**src/rtl/nhp_pkg.sv**
```systemverilog
// Shared types, constants and section-skipping function of the network header parser.
`timescale 1ns / 1ps

package nhp_pkg;

	// Address bytes kept per address field; further bytes are only counted.
	localparam int unsigned ADDR_BYTES = 8;
	localparam int unsigned LANE_W     = 3;

	localparam logic [7:0] CTL_MSG = 8'h80;
	localparam logic [7:0] CTL_DST = 8'h20;
	localparam logic [7:0] CTL_SRC = 8'h08;
	localparam logic [7:0] MT_VENDOR = 8'h80;

	typedef enum logic [3:0] {
		PH_IDLE,
		PH_CTRL,
		PH_DNH,
		PH_DNL,
		PH_DLEN,
		PH_DADR,
		PH_SNH,
		PH_SNL,
		PH_SLEN,
		PH_SADR,
		PH_HOP,
		PH_MT,
		PH_VH,
		PH_VL,
		PH_DONE
	} nhp_phase_t;

	typedef struct packed {
		logic [7:0]  version;
		logic [7:0]  control;
		logic [15:0] dest_net;
		logic [7:0]  dest_len;
		logic [63:0] dest_addr;
		logic [15:0] src_net;
		logic [7:0]  src_len;
		logic [63:0] src_addr;
		logic [7:0]  hop_count;
		logic [7:0]  msg_type;
		logic [15:0] vendor_id;
		logic [9:0]  header_length;
	} nhp_result_t;

	// Skips the optional sections whose flag is clear, in header order.
	function automatic nhp_phase_t pick(nhp_phase_t from, logic [7:0] ctl);
		nhp_phase_t p;
		p = from;
		if (p == PH_DNH && (ctl & CTL_DST) == 8'h00) p = PH_SNH;
		if (p == PH_SNH && (ctl & CTL_SRC) == 8'h00) p = PH_HOP;
		if (p == PH_HOP && (ctl & CTL_DST) == 8'h00) p = PH_MT;
		if (p == PH_MT && (ctl & CTL_MSG) == 8'h00) p = PH_DONE;
		return p;
	endfunction

endpackage

```
**src/rtl/nhp_parser.sv**
```systemverilog
// Header field registers and the per-item parse step of the network header parser.
`timescale 1ns / 1ps

module nhp_parser (
	input  logic                clk,
	input  logic                arst_n,
	input  logic                step,
	input  logic [7:0]          data_byte,
	input  logic                frame_start,
	output logic                done,
	output nhp_pkg::nhp_result_t res
);
	import nhp_pkg::*;

	nhp_phase_t  phase_q, phase_nxt;
	logic [7:0]  cnt_q, cnt_nxt, cnt_inc;
	nhp_result_t fld_q, fld_nxt;
	logic [63:0] lane_val;
	logic        lane_ok;

	assign cnt_inc  = cnt_q + 8'd1;
	assign lane_ok  = cnt_q < 8'(ADDR_BYTES);
	assign lane_val = {56'd0, data_byte} << {cnt_q[LANE_W-1:0], 3'b000};

	always_comb begin
		fld_nxt   = fld_q;
		cnt_nxt   = cnt_q;
		phase_nxt = phase_q;
		done      = 1'b0;
		if (frame_start) begin
			fld_nxt               = '0;
			fld_nxt.version       = data_byte;
			fld_nxt.header_length = 10'd1;
			cnt_nxt               = 8'd0;
			phase_nxt             = PH_CTRL;
		end else if (phase_q == PH_IDLE || phase_q == PH_DONE) begin
			phase_nxt = PH_IDLE;
		end else begin
			fld_nxt.header_length = fld_q.header_length + 10'd1;
			case (phase_q)
				PH_CTRL: begin
					fld_nxt.control = data_byte;
					phase_nxt = pick(PH_DNH, data_byte);
				end
				PH_DNH: begin
					fld_nxt.dest_net = {data_byte, 8'h00};
					phase_nxt = PH_DNL;
				end
				PH_DNL: begin
					fld_nxt.dest_net = {fld_q.dest_net[15:8], data_byte};
					phase_nxt = PH_DLEN;
				end
				PH_DLEN: begin
					fld_nxt.dest_len = data_byte;
					cnt_nxt = 8'd0;
					phase_nxt = (data_byte != 8'd0) ? PH_DADR : pick(PH_SNH, fld_q.control);
				end
				PH_DADR: begin
					if (lane_ok) fld_nxt.dest_addr = fld_q.dest_addr | lane_val;
					cnt_nxt = cnt_inc;
					if (cnt_inc >= fld_q.dest_len) phase_nxt = pick(PH_SNH, fld_q.control);
				end
				PH_SNH: begin
					fld_nxt.src_net = {data_byte, 8'h00};
					phase_nxt = PH_SNL;
				end
				PH_SNL: begin
					fld_nxt.src_net = {fld_q.src_net[15:8], data_byte};
					phase_nxt = PH_SLEN;
				end
				PH_SLEN: begin
					fld_nxt.src_len = data_byte;
					cnt_nxt = 8'd0;
					phase_nxt = (data_byte != 8'd0) ? PH_SADR : pick(PH_HOP, fld_q.control);
				end
				PH_SADR: begin
					if (lane_ok) fld_nxt.src_addr = fld_q.src_addr | lane_val;
					cnt_nxt = cnt_inc;
					if (cnt_inc >= fld_q.src_len) phase_nxt = pick(PH_HOP, fld_q.control);
				end
				PH_HOP: begin
					fld_nxt.hop_count = data_byte;
					phase_nxt = pick(PH_MT, fld_q.control);
				end
				PH_MT: begin
					fld_nxt.msg_type = data_byte;
					phase_nxt = ((data_byte & MT_VENDOR) != 8'h00) ? PH_VH : PH_DONE;
				end
				PH_VH: begin
					fld_nxt.vendor_id = {data_byte, 8'h00};
					phase_nxt = PH_VL;
				end
				PH_VL: begin
					fld_nxt.vendor_id = {fld_q.vendor_id[15:8], data_byte};
					phase_nxt = PH_DONE;
				end
				default: begin
					phase_nxt = PH_IDLE;
				end
			endcase
			// The header ends on this item: report it and go back to idle.
			if (phase_nxt == PH_DONE) begin
				done      = 1'b1;
				phase_nxt = PH_IDLE;
			end
		end
	end

	assign res = fld_nxt;

	always_ff @(posedge clk or negedge arst_n) begin
		if (!arst_n) begin
			phase_q <= PH_IDLE;
			cnt_q   <= 8'd0;
			// Every field clears; the header length, in the lowest bits, starts at two.
			fld_q   <= {{($bits(nhp_result_t) - 10){1'b0}}, 10'd2};
		end else if (step) begin
			phase_q <= phase_nxt;
			cnt_q   <= cnt_nxt;
			fld_q   <= fld_nxt;
		end
	end

endmodule

```
**src/rtl/npdu_header_parser_unit.sv**
```systemverilog
// Top level of the byte-serial network layer header parser.
//
// Usage: frame bytes enter on the byte channel (byte_valid, byte_stall,
// data_byte, frame_start); frame_start marks the version octet and restarts
// any header in progress without a result. When the last header byte has
// been parsed, one item appears on the result channel (result_valid,
// result_stall) carrying every header field and the header length, address
// bytes beyond the stored eight included. Bytes outside a header give
// nothing.
// Each accepted byte is held in an input register and parsed from there;
// when the last byte of a header is parsed, the result is loaded into the
// output register, where it can be taken. One byte is taken every
// cycle, limited only by the output register: while a result waits under
// result_stall, bytes that end no header still flow, and a byte that would
// end another header is held with byte_stall raised until the waiting
// result is taken.
// Reset clears the parse state, the input register's valid flag and the
// result valid flag; the block then waits for a frame_start byte.
`timescale 1ns / 1ps

module npdu_header_parser_unit (
	input  logic        clk,
	input  logic        arst_n,
	input  logic        byte_valid,
	output logic        byte_stall,
	input  logic [7:0]  data_byte,
	input  logic        frame_start,
	output logic        result_valid,
	input  logic        result_stall,
	output logic [7:0]  version,
	output logic [7:0]  control,
	output logic [15:0] dest_net,
	output logic [7:0]  dest_len,
	output logic [63:0] dest_addr,
	output logic [15:0] src_net,
	output logic [7:0]  src_len,
	output logic [63:0] src_addr,
	output logic [7:0]  hop_count,
	output logic [7:0]  msg_type,
	output logic [15:0] vendor_id,
	output logic [9:0]  header_length
);
	import nhp_pkg::*;

	logic        valid_s1;
	logic [7:0]  byte_s1;
	logic        start_s1;
	logic        result_valid_q;
	nhp_result_t result_q;
	nhp_result_t res;
	logic        done;
	logic        out_free;
	logic        advance;
	logic        accept;

	assign out_free   = !result_valid_q || !result_stall;
	assign advance    = valid_s1 && (!done || out_free);
	assign byte_stall = valid_s1 && !advance;
	assign accept     = byte_valid && !byte_stall;

	nhp_parser u_parser (
		.clk         (clk),
		.arst_n      (arst_n),
		.step        (advance),
		.data_byte   (byte_s1),
		.frame_start (start_s1),
		.done        (done),
		.res         (res)
	);

	always_ff @(posedge clk or negedge arst_n) begin
		if (!arst_n) begin
			valid_s1 <= 1'b0;
		end else if (accept) begin
			valid_s1 <= 1'b1;
		end else if (advance) begin
			valid_s1 <= 1'b0;
		end
	end

	always_ff @(posedge clk) begin
		if (accept) begin
			byte_s1  <= data_byte;
			start_s1 <= frame_start;
		end
	end

	always_ff @(posedge clk or negedge arst_n) begin
		if (!arst_n) begin
			result_valid_q <= 1'b0;
		end else if (advance && done) begin
			result_valid_q <= 1'b1;
		end else if (!result_stall) begin
			result_valid_q <= 1'b0;
		end
	end

	always_ff @(posedge clk) begin
		if (advance && done) begin
			result_q <= res;
		end
	end

	assign result_valid  = result_valid_q;
	assign version       = result_q.version;
	assign control       = result_q.control;
	assign dest_net      = result_q.dest_net;
	assign dest_len      = result_q.dest_len;
	assign dest_addr     = result_q.dest_addr;
	assign src_net       = result_q.src_net;
	assign src_len       = result_q.src_len;
	assign src_addr      = result_q.src_addr;
	assign hop_count     = result_q.hop_count;
	assign msg_type      = result_q.msg_type;
	assign vendor_id     = result_q.vendor_id;
	assign header_length = result_q.header_length;

	// A result is never loaded over one that is still waiting.
	a_no_overwrite: assert property (@(posedge clk) disable iff (!arst_n)
		advance && done |-> out_free)
		else $error("result register overwritten while stalled");

	// A held byte stays in the input register until it is parsed.
	a_hold_s1: assert property (@(posedge clk) disable iff (!arst_n)
		byte_stall |=> valid_s1 && $stable(byte_s1) && $stable(start_s1))
		else $error("held byte lost from input register");

	// Every header holds at least the version and control bytes.
	a_min_len: assert property (@(posedge clk) disable iff (!arst_n)
		result_valid_q |-> header_length >= 10'd2)
		else $error("header length below two");

	// A new result appears only when a parsed byte ended a header.
	a_result_source: assert property (@(posedge clk) disable iff (!arst_n)
		$rose(result_valid_q) |-> $past(advance && done))
		else $error("result without an ending byte");

endmodule
```
**config.mk**
```make
export PLATFORM = sky130hd
export DESIGN_NAME = npdu_header_parser_unit
export DESIGN_NICKNAME = d
export VERILOG_FILES = /design/src/rtl/nhp_pkg.sv /design/src/rtl/nhp_parser.sv /design/src/rtl/npdu_header_parser_unit.sv
export SDC_FILE = /design/constraint.sdc
export NUM_CORES = 1
export LEC_CHECK = 0
export CAP_MARGIN = 5
export CORE_UTILIZATION = 55
export CTS_CLUSTER_DIAMETER = 60
export DETAILED_ROUTE_END_ITERATION = 12
export DONT_BUFFER_PORTS = 1
export HOLD_SLACK_MARGIN = 0.08
export PLACE_DENSITY = 0.7
export REMOVE_ABC_BUFFERS = 1
export SLEW_MARGIN = 40
export SYNTH_ARGS = -nofsm -noshare
export SYNTH_HDL_FRONTEND = slang
export SYNTH_SLANG_ARGS = --single-unit
```
**constraint.sdc**
```tcl
create_clock -name clk -period 48.6 [get_ports clk]
set_input_delay 2.43 -clock clk [delete_from_list [all_inputs] [get_ports clk]]
set_output_delay 2.43 -clock clk [all_outputs]
set_load 0.02 [all_outputs]
```
==> out/results.txt, run 1 <==
In the routed layout, each cell is associated on average with a via count of 5.918. The tools report the number of vias in the routed layout as 12910. Top cell type by total area after synthesis: edfxtp_1. The flow ran to the end, and the final reports show no timing, DRC or antenna violations. Counting instances in the post-synthesis netlist gives the leading cell types as 247 x dfrtp_1, 243 x edfxtp_1, 206 x nand2_1, 181 x mux2_2, 109 x a21oi_1.

Internal power comes to 716.6 uW. The mapped netlist covers 0.02071 mm^2. Type of the worst min-delay path: flip-flop to flip-flop. For this run the aggregate overflow at the end of global routing stands at 0. The worst hold path begins at u_parser.fld_q[182]. In this run the deepest clock path goes through 3 buffers. Summed over all cells, the static leakage comes to 0.008891 uW. The buffers inserted during post-CTS setup optimization is 0. STA classifies the critical path endpoint as an output pin.

The number of global-route vias before repair was 12770. The count of buffering cells on the critical path with inverters included works out to 1. Summed over all nets, the switching power comes to 221.0 uW. In this run, post-CTS hold repair placed 0 buffers. The part of the power in registers was 0.495; the area added between synthesis and finish was 10.63%.

After detailed routing, the total wire length is 48.30 mm. The setup check on the worst reg-to-reg path leaves a slack of 43.13 ns. In this run the critical register-to-register path is launched from u_parser.cnt_q[1]. In the synthesized netlist the dominant register cell turns out to be dfrtp_1. In this run the core area contains 70 standard-cell rows. In this run the number of H-tree levels came out at 2. STA classifies the critical path startpoint as a flip-flop.

Of all nets on the critical path, the largest fanout is 39. The tools report the worst-case clock skew as 0.02490 ns. The family of cells with the greatest summed delay on the critical path is simple AND/OR/NAND/NOR gates. The tools report the wire length of the first global-routing pass as 74.87 mm. Antenna diode instance count: 0. The post-synthesis register bit count was 491.

By area the synthesized netlist is led by edfxtp_1 35%, dfrtp_1 30%, mux2_2 9.8%. From left edge to right edge, the die measures 196.1 um. Counting instances, the worst hold path has a depth of 2. In this run, post-CTS repair resized a total of 0 instances. Walking the worst path, the cells encountered are buf_4 -> and3_1 -> and3_1 -> nand3_1 -> xnor2_1 -> ha_1 -> a21oi_1 -> o21ai_0 -> a21oi_1 -> nor2_1 -> o31ai_1 -> nor3_1 -> and2_1. The data required time of the worst path was 46.17 ns; the number of enable flip-flop cells after synthesis was 243. The share of the clock period used by the worst path after layout came out at 0.1445. Share of synthesized flip-flops with an asynchronous set or reset: 0.5051. The number of buffers added on ports was 0; the initial detailed-routing violation count was 1008.

The number of max-slew violations in the final report is 0, and the ratio of total power to cell area is 40.92 mW/mm^2. The weighted congestion at the end of routability-driven global placement was 0.8595; the starting density of the core was 0.5618. Once detail routing completed, the nets flagged for antenna violations numbered 0.

The top cell type's share of synthesized area was 0.3523. Setup total negative slack on the finished layout was measured at 0 ns. On the worst path, the slowest cell contributes a delay of 0.60 ns.

Counting I/O delays and the setup requirement, the final critical path takes 7.020 ns. The total global-route track usage was 0.2549; the final core utilization was 0.6214. Entering global routing, the biggest net connects 249 pins. The tool flagged a number of max-cap violations equal to 0. The cell area reported after detailed placement came out at 0.02117 mm^2. By instance count, the leading cell after synthesis is dfrtp_1.

The tools report the number of clock sinks as 491. The tools report the launching element of the worst setup path as u_parser.cnt_q[1]. The wire-length estimate of the detail-placed layout is 28.28 mm.

Buffers inserted during clock tree synthesis total 50. The clock transition time at the flip-flop clock pins of the worst setup and hold paths was 0.06 ns. The core region is 0.03687 mm^2. Setup repair after global routing left no endpoint under its margin. Number of distinct library cells after synthesis: 63. The clock reaches the later pin of the worst-skew pair after 0.59 ns. The worst register-to-register path has a depth of 16. CTS placed an instance of clkbuf_16 at the clock tree root.

The logs give 32.36 uV for the peak supply drop and 0 for the number of DRC violations after detailed routing. The sequential area share after synthesis came out at 0.6519. From bottom edge to top edge, the die measures 196.1 um. Yosys printed 0 warnings.

The relative slew slack was 0.4704; the routed length per instance was 22.15 um. Among all stages on the critical path, the largest delay is contributed by dfrtp_2. Synthesis produced a netlist whose cell count is 1659. Fraction of layout instances using a drive strength above 1: 0.1926. The switching share of power is 0.2357.

The net count of the finished layout was 1666. The fraction of power consumed by combinational cells was 0.079. For this design the top-level I/O count stands at 249.

TritonCTS built the clock tree. The setup path with the least slack is of type flip-flop to output pin. The path with the worst hold slack has its endpoint at u_parser.fld_q[182].

The critical path data arrival time was 4.59 ns. The worst reg2reg path endpoint is dest_net[9]. The number of antenna violations at the first check in global routing was 1; the clock share of power was 0.425.

The total setup violations reported at the end of the flow was 0; the total non-filler cell area in the finished layout was 0.02291 mm^2. Based on the critical path, the design can be clocked at up to 142.4 MHz. The measured slew at the worst slew-check pin is 0.7944 ns. The die covers 0.03844 mm^2. The number of hold-slack violations in the final timing report is 0.

The first detailed-routing pass took 5 iterations. The average instance in the mapped netlist occupies 12.49 um^2.
[layout by cell type, fill, tap and decap left out, drive strengths merged, types with 7 or more instances in the layout]
cell / instances
edfxtp: 243
o21ai: 80
clkinv: 17
buf: 27
nor2: 103
a22o: 24
nand3: 32
or3: 8
nand2: 207
a21oi: 109
nand2b: 20
clkbuf: 69
o22ai: 56
bufinv: 7
o31ai: 8
nor2b: 16
nor3: 10
a31oi: 31
inv: 83
xor2: 8
mux2: 189
ha: 18
dfrtp: 247
[metrics by stage]
| stage | power, uW | instances | hold slack (ns) | setup slack [ns] |
|---|---|---|---|---|
| finish | 937.7 | 2181 | 0.4786 | 41.58 |
| global route | 968.7 | 2181 | 0.4929 | 41.28 |
| global placement | 543.1 | 2082 | 0.4584 | 42.33 |
| detailed placement | 545.7 | 2086 | 0.4659 | 42.22 |
| floorplan | 524.6 | 1555 | 0.4498 | 27.36 |
| CTS | 945.3 | 2180 | 0.4793 | 41.57 |
[power groups by stage]
stage | Combinational (uW) | Clock, uW | Sequential [uW]
after floorplan | 52.2 | 0 | 472
after global placement | 71.5 | 0 | 472
after detailed placement | 73.6 | 0 | 472
after CTS | 74.2 | 407 | 464
after global routing | 81.5 | 421 | 466
final | 74.3 | 399 | 464
[tightest hold or removal path: cells and delay by family (launching register included)]
kind / cells / cell delay [ns]
AOI/OAI and AO/OA: 1 / 0.05
DFF: 1 / 0.34
and+or+nand+nor: 1 / 0.06
[cells by family after synthesis]
family,Yosys count,synth area share
flip-flops,491,0.6519
AND/OR/NAND/NOR,430,0.09290
AO/OA/AOI/OAI,329,0.09604
multiplexers,192,0.1042
buffers and inverters,186,0.03854
adder cells (fa/ha/maj),18,0.01087
XOR/XNOR,13,0.005497
[how the worst max path moves through the flow]
| stage | end | slack (ns) | depth (start not counted) |
|---|---|---|---|
| floorplan | control[0] | 27.36 | 13 |
| global placement | byte_stall | 42.33 | 13 |
| detailed placement | byte_stall | 42.22 | 13 |
| CTS | byte_stall | 41.57 | 13 |
| global route | byte_stall | 41.28 | 13 |
| finish | byte_stall | 41.58 | 13 |
[final cells by class]
type                    instances  area, um^2
fillers                      2837       13960
multi-input cells             982        6466
clock buffers                  68        1423
flip-flops and latches        491       13510
clock inverters                26       309.0
repair buffers                 28       271.5
well taps                     504       630.6
inverters                      82       307.8
[flip-flops by register name (all words and copies together), names as in the netlist]
name / count
u_parser.fld_q: 234
dest_addr: 64
src_addr: 64
dest_net: 16
src_net: 16
vendor_id: 16
header_length: 10
byte_s1: 8
control: 8
dest_len: 8
hop_count: 8
msg_type: 8
src_len: 8
u_parser.cnt_q: 8
version: 8
u_parser.phase_q: 4
result_valid: 1
start_s1: 1
valid_s1: 1
[routing by layer]
layer,part of all wire,vias up,GRT usage
met5,0.00019,-,0
met4,0.024,2,0.08478
met3,0.072,79,0.06103
met2,0.46,420,0.3912
met1,0.44,6516,0.3593
li1,-,5891,-
Note: power is estimated with default switching activity, not from simulation.
==> run 2: changes to the inputs <==
ABC_AREA = 1   (was unset)
clock period = 6.5 ns   (was 48.6 ns; I/O delays follow)
==> run 2 against run 1 <==
Effect of this change: register-to-register slack got worse by 42 ns; non-clock buffer count rose by 2; clock skew fell by 0.0054 ns; total power rose to 7.5 times the previous value; count of clock-buffer cells in the layout did not move; via count rose by 22%; sequential share of layout area fell by 1.9 points; setup slack got worse by 41 ns; global-route usage rose by 1.1 points; synthesized area rose by 4.7%; die area rose by 4.6%; core utilization fell by 1.0 points.
==> out/results.txt, run 2 <==
The internal cell power is 5114 uW. TritonCTS built the clock tree. The logs give 1404 for the initial detailed-routing violation count and 84.01 mm for the wire length of the first global-routing pass. The top cell type's share of synthesized area came out at 0.3366.

The power dissipated by switching net loads was 1936 uW. The tools report the final core utilization as 0.6111. Measured along the x axis, the die boundary spans 200.5 um.

In the final routed layout, each cell accounts on average for 18.71 um. In the layout the commonest cells are 667 x nand2_1, 317 x inv_1, 247 x dfrtp_1. For the worst-skew pair, the clock arrives at the later sink with an insertion delay of 0.58 ns. The share of the clock period used by the worst path after layout works out to 0.8359.

The run gives 0.5596 as the starting density of the core. Counting flops with a built-in enable in the synthesized netlist gives 243. The post-synthesis register bit count is 491.

edfxtp_1 takes more of the synthesized area than any other cell. The largest fanout on the critical path is 124, and the clock share of power is 0.392. In this run the count of I/O pins placed on the die edge is 249.

The run gives 50 as the clock buffer count from CTS. The design draws 7050 uW. The cell area that synthesis handed to floorplanning was 0.02168 mm^2. STA puts the critical path data required time at 7.01 ns. Derived from the worst setup path, the maximum achievable clock frequency is 184.0 MHz. Synthesis produced a netlist whose cell count is 2326. Ranked by flip-flop count, first place goes to u_parser.fld_q.

The library cell used most frequently in the layout, excluding fill and tap cells, is nand2_1. By instance count, the leading cell after synthesis is nand2_1. The run gives 0 as the number of antenna-violating nets in the routed design.

The tree is rooted in a clkbuf_16. The number of max-slew violations in the final report was 0; the total setup violations reported at the end of the flow was 0. Setup repair after global routing left no endpoint under its margin. The logs give 0.03874 mm^2 for the area of the core and 0.6229 for the sequential area share after synthesis. The register with the most flip-flops in the layout has 234 of them. The fraction of layout instances using a drive strength above 1 works out to 0.05451.

The max-cap check violation count is 0. The startpoint type of the worst setup path was a flip-flop. The depth of the worst register-to-register path is 23. The number of buffers added on ports is 0, and the relative slew slack is 0.4296. For the part of the power in registers, the log shows 0.492. The flow ran to the end, and the final reports show no timing, DRC or antenna violations. For the worst setup path, the data arrival time is 5.94 ns. For the wire length after detailed routing, the log shows 53.30 mm. After synthesis, the cell types taking the most area are edfxtp_1 34%, dfrtp_1 29%, nand2_1 12%. The worst hold path belongs to the class input port to flip-flop. The largest buffer count on any clock path is 3, and the measured slew at the worst slew-check pin is 0.8556 ns.

The setup path with the least slack is of type flip-flop to flip-flop. The share of synthesized flip-flops with an asynchronous set or reset was 0.5051; the fraction of power consumed by combinational cells was 0.116. The detailed router placed 15800 vias in this run.

The number of clock sinks was 491; the die boundary height was 200.5 um. The largest net degree at the start of global routing is 249, and the buffers inserted during post-CTS setup optimization is 0. The tools report the maximum level of the CTS H-tree as 2. The ratio of total power to cell area was 297.8 mW/mm^2; the weighted congestion at the end of routability-driven global placement was 0.8788. Number of global-route vias before repair: 15000. The commonest cells after synthesis are 667 x nand2_1, 319 x inv_1, 247 x dfrtp_1, 243 x edfxtp_1, 164 x nor2_1. In this run the core area contains 72 standard-cell rows.

The most used flip-flop cell after synthesis was dfrtp_1. The area growth from synthesis to layout is 9.200%. The number of antenna violations at the first check in global routing was 0.

Per-instance average area after synthesis: 9.320 um^2. Counting instances, the worst hold path has a depth of 2. After clock tree synthesis, the clock-pin slew on the worst setup and hold paths is 0.06 ns. The tools report the number of hold-slack violations in the final timing report as 0. The total global-route track usage came out at 0.2658. After detailed routing, the number of vias per cell comes to 5.547. For this run, the number of Yosys warnings is 0.

Subtracting the final worst setup slack from the clock period gives 5.433 ns. The final layout contains 2320 nets. The detailed placer's ending HPWL was 31.89 mm; the number of distinct library cells after synthesis was 35.

Between clock sinks in the finished design, the worst skew comes to 0.01948 ns. Number of DRC violations after detailed routing: 0. The reported leakage power came out at 0.01086 uW. Summed over all layers, the global routing overflow is 0. The type of element capturing the critical path was a flip-flop. The peak supply drop came out at 237.7 uV. The first TritonRoute pass finished after 6 iterations. Switching share of power: 0.2746. The tools report the die area as 0.04021 mm^2.
## run 2: critical path: stages (launching register included)
cell and delay [ns]:
dfrtp_1 0.72, inv_1 0.20, nor2_1 0.25, nand3_1 0.15
nor2_1 0.11, nand2_1 0.07, xor2_1 0.18, inv_1 0.09
ha_1 0.29, a21oi_1 0.15, o21a_1 0.13, nand2_1 0.06
nand2_1 0.06, nand2_1 0.08, nor2_1 0.09, nand2_1 0.07
nand2_1 0.06, nor2_1 0.06, nand3_2 0.24, nand2_8 0.44
inv_4 0.69, buf_4 0.75, nand2_1 0.13, nand2_1 0.10
## run 2: through the flow
| stage | instance area (um^2) | instances | hold WS [ns] | setup TNS, ns | setup slack [ns] |
|---|---|---|---|---|---|
| 6_report | 23670 | 2849 | 0.1781 | 0 | 1.067 |
| 5_1_grt | 23670 | 2848 | 0.2118 | 0 | 0.4512 |
| 4_1_cts | 23610 | 2846 | 0.1657 | 0 | 1.156 |
| 3_5_place_dp | 21900 | 2740 | 0.03930 | 0 | 1.219 |
| 3_3_place_gp | 21890 | 2740 | 0.03939 | 0 | 1.347 |
| 2_1_floorplan | 21070 | 2207 | 0.02941 | -1009.01 | -2.650 |
## run 2: timing repair
| action | 4_1_cts | 5_1_grt |
|---|---|---|
| hold buffers | 13 | 0 |
| gates resized for setup | 0 | 0 |
| hold endpoints to repair | 259 | 0 |
## run 2: power groups by stage
stage	Combinational [uW]	Clock, uW	Sequential (uW)
final	817	2760	3470
after global routing	909	2930	3480
after CTS	813	2800	3470
after detailed placement	767	0	3530
after global placement	750	0	3520
after floorplan	506	0	3520
## run 2: path summary, 6_finish.rpt
kind	to	start	slack, ns
setup / recovery	u_parser.fld_q[198]	u_parser.cnt_q[1]	1.07
hold / removal	start_s1	byte_valid	0.18
setup reg to reg	u_parser.fld_q[198]	u_parser.cnt_q[1]	1.07
hold reg to reg	u_parser.fld_q[29]	u_parser.fld_q[29]	0.47
max in group asynchronous	u_parser.fld_q[119]	arst_n	5.28
min in group asynchronous	u_parser.fld_q[138]	arst_n	0.30
## run 2: area by class of cell
class                   instances  area (um^2)
clock buffers                  68         1360
fillers                      3192        15060
inverters                     340         1294
diodes                          1        2.502
flip-flops and latches        491        13500
well taps                     518        648.1
clock inverters                25        195.2
multi-input cells            1376         6335
repair buffers                 30        334.1
## run 2: cells by family after synthesis
kind of cell | synth area share
and+or+nand+nor | 0.1747
DFF | 0.6229
buffers and inverters | 0.08686
AOI/OAI and AO/OA | 0.1027
adders and majority gates | 0.01039
xor gates and xnor gates | 0.002424
## run 2: routing by layer
metal	track usage	part of all wire	vias up
met1	0.3690	0.43	7712
met2	0.4241	0.47	587
met4	0.06707	0.022	0
met3	0.06266	0.073	85
li1	-	-	7418
met5	0	0	-
